===== src/rtl/core/upe_pkg.sv =====
package upe_pkg;

  localparam logic [7:0] PctChar = 8'h25;

  localparam int QueueDepth = 4;
  localparam int QPtrW      = $clog2(QueueDepth);
  localparam int QCntW      = $clog2(QueueDepth + 1);

  typedef struct packed {
    logic [7:0] in_byte;
    logic       in_last;
  } in_item_t;

  typedef struct packed {
    logic [7:0] out_byte;
    logic       run_last;
    logic       string_last;
  } out_item_t;

  // one token expands to one byte, or to three when esc is set
  typedef struct packed {
    logic [7:0] value;
    logic       esc;
    logic       run_last;
    logic       string_last;
  } token_t;

  typedef enum logic [1:0] {
    HeldNone     = 2'd0,
    HeldPct      = 2'd1,
    HeldPctDigit = 2'd2
  } held_e;

  function automatic logic is_hex(input logic [7:0] c);
    return c inside {[8'h30:8'h39], [8'h41:8'h46], [8'h61:8'h66]};
  endfunction

  // letters, digits and the punctuation that passes unchanged
  function automatic logic is_plain(input logic [7:0] c);
    return c inside {[8'h30:8'h39], [8'h41:8'h5A], [8'h61:8'h7A],
                     8'h2D, 8'h2E, 8'h5F, 8'h7E, 8'h21, 8'h24, 8'h26,
                     8'h27, 8'h28, 8'h29, 8'h2A, 8'h2B, 8'h2C, 8'h3B,
                     8'h3D, 8'h3A, 8'h40, 8'h2F, 8'h3F, 8'h5B, 8'h5D};
  endfunction

  function automatic logic [7:0] hex_char(input logic [3:0] nib);
    logic [7:0] base;
    base = (nib < 4'd10) ? 8'h30 : 8'h37;
    return base + {4'd0, nib};
  endfunction

  function automatic token_t mk_token(input logic [7:0] value, input logic esc);
    token_t t;
    t.value       = value;
    t.esc         = esc;
    t.run_last    = 1'b0;
    t.string_last = 1'b0;
    return t;
  endfunction

endpackage


===== src/rtl/core/url_percent_encoder_unit.sv =====
// url percent encoder: raw url bytes in, percent-encoded bytes out
// input channel: in_valid_i / in_stall_o, one byte and its end-of-string flag per transfer
// output channel: out_valid_o / out_stall_i, one encoded byte per transfer, with run_last
//   on the final byte caused by an input and string_last on the final byte of the string
// an input gives 0 to 7 output bytes; a '%' and one hex digit after it are held until
//   the next byte decides whether they form an existing escape
// the front turns each input into up to three tokens (a literal byte or a %XX escape each),
//   one token a cycle unless the queue is full, taking a new byte as its last token leaves
// a four-entry token queue sits between front and back
// the back emits one byte a cycle unless stalled: 1 byte per literal token, 3 per escape
// the byte-wide output limits how fast inputs are taken
// on an empty pipe a byte passes the front buffer, queue, token register and output register
// reset clears the held bytes, the queue and all valid flags
// a stall on the output holds the registered byte; the queue and front fill up, then
//   in_stall_o rises
module url_percent_encoder_unit (
  input  logic               clk_i,
  input  logic               rst_ni,
  input  logic               in_valid_i,
  output logic               in_stall_o,
  input  upe_pkg::in_item_t  in_data_i,
  output logic               out_valid_o,
  input  logic               out_stall_i,
  output upe_pkg::out_item_t out_data_o
);
  import upe_pkg::*;

  logic   f_valid;
  token_t f_data;
  logic   q_full;
  logic   q_valid;
  token_t q_data;
  logic   q_pop;

  upe_front u_front (
    .clk_i       (clk_i),
    .rst_ni      (rst_ni),
    .in_valid_i  (in_valid_i),
    .in_stall_o  (in_stall_o),
    .in_data_i   (in_data_i),
    .tok_valid_o (f_valid),
    .tok_data_o  (f_data),
    .tok_full_i  (q_full)
  );

  upe_queue u_queue (
    .clk_i       (clk_i),
    .rst_ni      (rst_ni),
    .push_i      (f_valid),
    .push_data_i (f_data),
    .full_o      (q_full),
    .pop_valid_o (q_valid),
    .pop_data_o  (q_data),
    .pop_i       (q_pop)
  );

  upe_back u_back (
    .clk_i       (clk_i),
    .rst_ni      (rst_ni),
    .tok_valid_i (q_valid),
    .tok_data_i  (q_data),
    .tok_pop_o   (q_pop),
    .out_valid_o (out_valid_o),
    .out_stall_i (out_stall_i),
    .out_data_o  (out_data_o)
  );

endmodule


===== src/rtl/core/upe_front.sv =====
module upe_front (
  input  logic              clk_i,
  input  logic              rst_ni,
  input  logic              in_valid_i,
  output logic              in_stall_o,
  input  upe_pkg::in_item_t in_data_i,
  output logic              tok_valid_o,
  output upe_pkg::token_t   tok_data_o,
  input  logic              tok_full_i
);
  import upe_pkg::*;

  held_e      held_q, held_d;
  logic [7:0] digit_q, digit_d;
  token_t     buf_q [3];
  token_t     buf_d [3];
  logic [1:0] cnt_q, cnt_d;

  token_t     lst [3];
  logic [1:0] n;
  held_e      hold;
  logic [7:0] dig;
  logic       do_fresh;
  logic [7:0] c;
  logic       acc;
  logic       push;

  assign c = in_data_i.in_byte;

  // split the byte and the held bytes into tokens, at most three
  always_comb begin
    for (int i = 0; i < 3; i++) begin
      lst[i] = '0;
    end
    n        = 2'd0;
    hold     = HeldNone;
    dig      = digit_q;
    do_fresh = 1'b0;

    case (held_q)
      HeldPct: begin
        if (is_hex(c)) begin
          hold = HeldPctDigit;
          dig  = c;
        end else begin
          lst[n]   = mk_token(PctChar, 1'b1);
          n        = n + 2'd1;
          do_fresh = 1'b1;
        end
      end
      HeldPctDigit: begin
        if (is_hex(c)) begin
          lst[0] = mk_token(PctChar, 1'b0);
          lst[1] = mk_token(digit_q, 1'b0);
          lst[2] = mk_token(c, 1'b0);
          n      = 2'd3;
        end else begin
          lst[0]   = mk_token(PctChar, 1'b1);
          lst[1]   = mk_token(digit_q, !is_plain(digit_q));
          n        = 2'd2;
          do_fresh = 1'b1;
        end
      end
      default: begin
        do_fresh = 1'b1;
      end
    endcase

    if (do_fresh) begin
      if (c == PctChar) begin
        hold = HeldPct;
      end else begin
        lst[n] = mk_token(c, !is_plain(c));
        n      = n + 2'd1;
      end
    end

    // end of string flushes whatever is still held
    if (in_data_i.in_last) begin
      if (hold == HeldPct) begin
        lst[n] = mk_token(PctChar, 1'b1);
        n      = n + 2'd1;
      end else if (hold == HeldPctDigit) begin
        lst[n] = mk_token(PctChar, 1'b1);
        n      = n + 2'd1;
        lst[n] = mk_token(dig, !is_plain(dig));
        n      = n + 2'd1;
      end
      hold = HeldNone;
      dig  = 8'd0;
    end

    for (int i = 0; i < 3; i++) begin
      if (n != 2'd0 && (2'(i) + 2'd1) == n) begin
        lst[i].run_last    = 1'b1;
        lst[i].string_last = in_data_i.in_last;
      end
    end
  end

  assign push        = (cnt_q != 2'd0) && !tok_full_i;
  assign in_stall_o  = !((cnt_q == 2'd0) || (cnt_q == 2'd1 && push));
  assign acc         = in_valid_i && !in_stall_o;
  assign tok_valid_o = cnt_q != 2'd0;
  assign tok_data_o  = buf_q[0];

  always_comb begin
    held_d  = held_q;
    digit_d = digit_q;
    cnt_d   = cnt_q;
    buf_d   = buf_q;
    if (acc) begin
      held_d  = hold;
      digit_d = dig;
      cnt_d   = n;
      buf_d   = lst;
    end else if (push) begin
      buf_d[0] = buf_q[1];
      buf_d[1] = buf_q[2];
      cnt_d    = cnt_q - 2'd1;
    end
  end

  always_ff @(posedge clk_i or negedge rst_ni) begin
    if (!rst_ni) begin
      held_q  <= HeldNone;
      digit_q <= 8'd0;
      cnt_q   <= 2'd0;
    end else begin
      held_q  <= held_d;
      digit_q <= digit_d;
      cnt_q   <= cnt_d;
    end
  end

  always_ff @(posedge clk_i) begin
    buf_q <= buf_d;
  end

endmodule


===== src/rtl/core/upe_queue.sv =====
module upe_queue (
  input  logic            clk_i,
  input  logic            rst_ni,
  input  logic            push_i,
  input  upe_pkg::token_t push_data_i,
  output logic            full_o,
  output logic            pop_valid_o,
  output upe_pkg::token_t pop_data_o,
  input  logic            pop_i
);
  import upe_pkg::*;

  token_t           mem_q [QueueDepth];
  logic [QPtrW-1:0] wr_q, wr_d;
  logic [QPtrW-1:0] rd_q, rd_d;
  logic [QCntW-1:0] cnt_q, cnt_d;
  logic             do_push;
  logic             do_pop;

  assign full_o      = cnt_q == QCntW'(QueueDepth);
  assign pop_valid_o = cnt_q != '0;
  assign pop_data_o  = mem_q[rd_q];
  assign do_push     = push_i && !full_o;
  assign do_pop      = pop_i && pop_valid_o;

  always_comb begin
    wr_d  = do_push ? wr_q + QPtrW'(1) : wr_q;
    rd_d  = do_pop ? rd_q + QPtrW'(1) : rd_q;
    cnt_d = cnt_q;
    if (do_push && !do_pop) begin
      cnt_d = cnt_q + QCntW'(1);
    end else if (do_pop && !do_push) begin
      cnt_d = cnt_q - QCntW'(1);
    end
  end

  always_ff @(posedge clk_i or negedge rst_ni) begin
    if (!rst_ni) begin
      wr_q  <= '0;
      rd_q  <= '0;
      cnt_q <= '0;
    end else begin
      wr_q  <= wr_d;
      rd_q  <= rd_d;
      cnt_q <= cnt_d;
    end
  end

  always_ff @(posedge clk_i) begin
    if (do_push) begin
      mem_q[wr_q] <= push_data_i;
    end
  end

endmodule


===== src/rtl/core/upe_back.sv =====
module upe_back (
  input  logic               clk_i,
  input  logic               rst_ni,
  input  logic               tok_valid_i,
  input  upe_pkg::token_t    tok_data_i,
  output logic               tok_pop_o,
  output logic               out_valid_o,
  input  logic               out_stall_i,
  output upe_pkg::out_item_t out_data_o
);
  import upe_pkg::*;

  token_t     cur_q, cur_d;
  logic       cur_valid_q, cur_valid_d;
  logic [1:0] phase_q, phase_d;
  logic       out_valid_q, out_valid_d;
  out_item_t  out_q, out_d;

  logic       load_out;
  logic       tok_end;
  logic       fin;
  logic [7:0] cur_byte;

  assign load_out  = !out_valid_q || !out_stall_i;
  assign tok_end   = cur_q.esc ? (phase_q == 2'd2) : 1'b1;
  assign fin       = cur_valid_q && load_out && tok_end;
  assign tok_pop_o = tok_valid_i && (!cur_valid_q || fin);

  always_comb begin
    cur_byte = cur_q.value;
    if (cur_q.esc) begin
      case (phase_q)
        2'd1:    cur_byte = hex_char(cur_q.value[7:4]);
        2'd2:    cur_byte = hex_char(cur_q.value[3:0]);
        default: cur_byte = PctChar;
      endcase
    end
  end

  always_comb begin
    out_valid_d = out_valid_q;
    out_d       = out_q;
    if (load_out) begin
      out_valid_d       = cur_valid_q;
      out_d.out_byte    = cur_byte;
      out_d.run_last    = tok_end && cur_q.run_last;
      out_d.string_last = tok_end && cur_q.string_last;
    end
  end

  always_comb begin
    cur_d       = cur_q;
    cur_valid_d = cur_valid_q;
    phase_d     = phase_q;
    if (tok_pop_o) begin
      cur_d       = tok_data_i;
      cur_valid_d = 1'b1;
      phase_d     = 2'd0;
    end else if (fin) begin
      cur_valid_d = 1'b0;
    end else if (cur_valid_q && load_out) begin
      phase_d = phase_q + 2'd1;
    end
  end

  always_ff @(posedge clk_i or negedge rst_ni) begin
    if (!rst_ni) begin
      cur_valid_q <= 1'b0;
      phase_q     <= 2'd0;
      out_valid_q <= 1'b0;
    end else begin
      cur_valid_q <= cur_valid_d;
      phase_q     <= phase_d;
      out_valid_q <= out_valid_d;
    end
  end

  always_ff @(posedge clk_i) begin
    cur_q <= cur_d;
    out_q <= out_d;
  end

  assign out_valid_o = out_valid_q;
  assign out_data_o  = out_q;

endmodule


===== config.mk =====
export PLATFORM = sky130hd
export DESIGN_NAME = url_percent_encoder_unit
export DESIGN_NICKNAME = d
export VERILOG_FILES = /design/src/rtl/core/upe_pkg.sv /design/src/rtl/core/url_percent_encoder_unit.sv /design/src/rtl/core/upe_front.sv /design/src/rtl/core/upe_queue.sv /design/src/rtl/core/upe_back.sv
export SDC_FILE = /design/constraint.sdc
export NUM_CORES = 1
export LEC_CHECK = 0
export BUFFER_PORTS_ARGS = -buffer_cell sky130_fd_sc_hd__buf_4
export CELL_PAD_IN_SITES_DETAIL_PLACEMENT = 0
export CELL_PAD_IN_SITES_GLOBAL_PLACEMENT = 2
export CORE_MARGIN = 2
export CORE_UTILIZATION = 44
export CTS_CLUSTER_SIZE = 25
export DETAILED_ROUTE_END_ITERATION = 8
export PLACE_DENSITY = 0.85
export SKIP_LAST_GASP = 1
export SLEW_MARGIN = 10
export SYNTH_ARGS = -nofsm -noshare
export SYNTH_HDL_FRONTEND = slang
export SYNTH_SLANG_ARGS = --single-unit

===== constraint.sdc =====
create_clock -name clk_i -period 5.4 [get_ports clk_i]
set_clock_uncertainty 0.2 [all_clocks]
set_input_delay 0.54 -clock clk_i [delete_from_list [all_inputs] [get_ports clk_i]]
set_output_delay 0.54 -clock clk_i [all_outputs]
set_load 0.02 [all_outputs]

==> run metrics <==
outcome=finished, final reports clean; Pwr per Cell Area=582 nW/µm²; VDD IR max=244 µV; worst hold slack=287 ps; Die Wd=approximately 130 µm; top area cells in the synthesized netlist=edfxtp_1 (45%), dfrtp_1 (8.9%), ha_1 (4.0%); DP Wirelength=10,600 µm; post_cts resized=0; Reg-to-Reg End=u_front.buf_q[14]; Routed WL per cell=19.0 µm; WL final=14,800 µm; mux cell area share after synthesis=4.30%; top_reg_cell synth=edfxtp_1; count leader, synth=edfxtp_1; Crit Path Category=in2reg; DRT Pass-1 Iters=5; CP delay by family, top=compound AO/OA/AOI/OAI gates; Commonest cells post-synth=edfxtp_1 (98), nand2_1 (64), o21ai_0 (36), inv_1 (31), nor2_1 (29); Worst path slowest cell=nor4_1; Initial Util=between 40% and 50%; vias=around 4,600; CP Buf/Inv Count=1; CTS clk-pin slew, worst paths=50 ps; Setup crit end kind=register; min-delay worst type=reg2reg; Antenna diodes=0; slack of the critical path=1390 ps; overflow left after global routing=0; sequential-to-total area share from yosys stat=a little over half; Worst Path Required=5390 ps; Vert. Die Dim=126 µm; #FFs+latches synth=121; maximum buffer depth of the clock tree=2; largest net degree at the start of global routing=35; Synth Area in Compound Gates=17.8%; Final Slew Violations=0; share of the synthesized area in the top cell type=45.3%; Placed Instances=~750; die area=15,800 µm²; # DRC=0; library cells used by synthesis=76; GR Util All Layers=about a fifth; clock sinks=121; CP cell instances=buf_4, nor4_1, o31a_1, o22ai_4, nor2_2, nor2_1, a21oi_1, ha_1, and2_1, mux2i_1, o21a_1, nand2_1, o21ai_2, a21oi_4, a221oi_1; num rows=44; CTS Buf Count=17; vias in the first global route=4,639; area share of fa/ha/maj cells after synthesis=under 10%; initial antenna violation count=0; core area=roughly 14,000 µm²; yosys warns=0; Setup WS pre-CTS=1080 ps; Post-Synth Simple-Gate Area=13.1%; Vias/cell=around 5.9; Slew HR=39.1%; R2R Setup Slk=1570 ps; nets=617; slowest stage delay, CP=420 ps; I/O Buffers=24; Max Clk Rate=0.250 GHz; XOR/XNOR Fraction of Synth Area=1.89%; remaining antenna violation count=0; worst skew pair latency=410 ps; final setup fails=0; CP max FO=17; Area Overhead vs Synth=13.1%; maxcap violations=0; fin util=~50%; Tmin final=4010 ps; Syn Std Cell Area=6500 µm²; main combinational cell family by area after synthesis=compound AO/OA/AOI/OAI gates; Post-synth EDFFs=98; Worst path depth=15; CP Data Arrival Time=4000 ps; actual slew at the worst max-slew pin=912 ps; Async S/R FF share, synth=a little under a fifth; Total Neg Setup Slack=0 ps; first-pass GRT wire length=~25,000 µm; H-tree Lvls=4; layout cell share with drive strength beyond 1=14.5%; cell accounting for the most synthesized area=edfxtp_1; cell count after synthesis=566; syn avg cell area=11.5 µm²; RD Place Congestion=0.880; io pins=25; Finished Layout Cells=just under 800; critical path launch point=in_data_i[2]; Starting DRT DRC Count=391; Fin. Hold Viols=0; R2R cell count=13; clock root buffer=clkbuf_16; Worst Setup EP=u_front.buf_q[14]; reg-to-reg startpoint=u_front.held_q[0]; Lkg Pwr=between 2 and 3 nW; RSZ-0062 raised after global routing=no; crit start category=input port; Net Count, Synth=approximately 600; final period utilization=74.2%; TritonCTS clock tree=built; HP Start=u_front.tok_data_o[10]
==> per-stage QoR <==
stage	total power, W	area [µm²]
finish	0.00428	7350
global route	0.00458	7350
CTS	0.00433	7350
detailed placement	0.00328	6790
global placement	0.00321	6790
floorplan	0.00283	6500
==> per-layer routing <==
metal  global-route usage [%]  wire [µm]
met1                     23.9       6060
met5                        0          0
met4                     10.1        574
met3                     5.22        667
met2                     33.6       7490
==> how the worst min path moves through the flow <==
stage                           endpoint  slack, ps  cells past startpoint
floorplan             u_back.cur_valid_q         40                      0
global placement        u_queue.cnt_q[0]        250                      1
detailed placement    u_back.out_valid_o        260                      1
CTS                    u_front.held_q[0]        290                      2
global route           u_front.held_q[0]        300                      2
finish              u_queue.mem_q[3][10]        290                      0
==> cell families after synthesis <==
kind of cell / Yosys count
adders and majority gates: 23
AOI/OAI and AO/OA: 159
xor gates and xnor gates: 14
DFF: 121
and+or+nand+nor: 171
buffers and inverters: 64
muxes: 14
==> what timing repair did <==
action | 4_1_cts | 5_1_grt
endpoints found under the hold margin | 23 | 0
hold buffers | 1 | 0
buffers inserted | 0 | 0
==> sequential cells by signal (all words and copies together), names as in the netlist, 2 cells and up <==
register / count
u_queue.mem_q: 44
u_front.buf_q: 22
u_back.cur_q: 11
u_front.tok_data_o: 11
u_back.out_data_o: 10
u_front.digit_q: 8
u_queue.cnt_q: 3
u_back.phase_q: 2
u_front.cnt_q: 2
u_front.held_q: 2
u_queue.rd_q: 2
u_queue.wr_q: 2
==> power by group <==
group / internal, W / total [W] / switching [W]
Clock: 0.000631 / 0.00104 / 0.000406
Combinational: 0.000577 / 0.00136 / 0.000781
Sequential: 0.00160 / 0.00188 / 0.000282
Total: 0.00281 / 0.00428 / 0.00147
==> cells in the final DEF, fill, tap and decap left out, types with 6 or more instances in the layout <==
cell       instances
a21boi_0           6
a21o_1             6
a21oi_1           24
a221oi_1           6
a22oi_1           10
a32oi_1            8
and2_1            15
buf_4             27
clkbuf_16         17
dfrtp_1           23
edfxtp_1          98
ha_1              21
inv_1             31
mux4_2            11
nand2_1           64
nand2b_1          10
nand3_1           14
nor2_1            29
nor2b_1            6
o21ai_0           36
o22ai_1            6
o31ai_1            6
xnor2_1           10
==> layout make-up <==
class	count	area (µm²)
inverters	32	120
repair buffers	28	213
flip-flops and latches	121	3520
fillers	1274	7130
clock inverters	14	126
multi-input cells	381	2720
clock buffers	17	425
well taps	184	230
No activity file was read; power rests on OpenSTA's default activity.
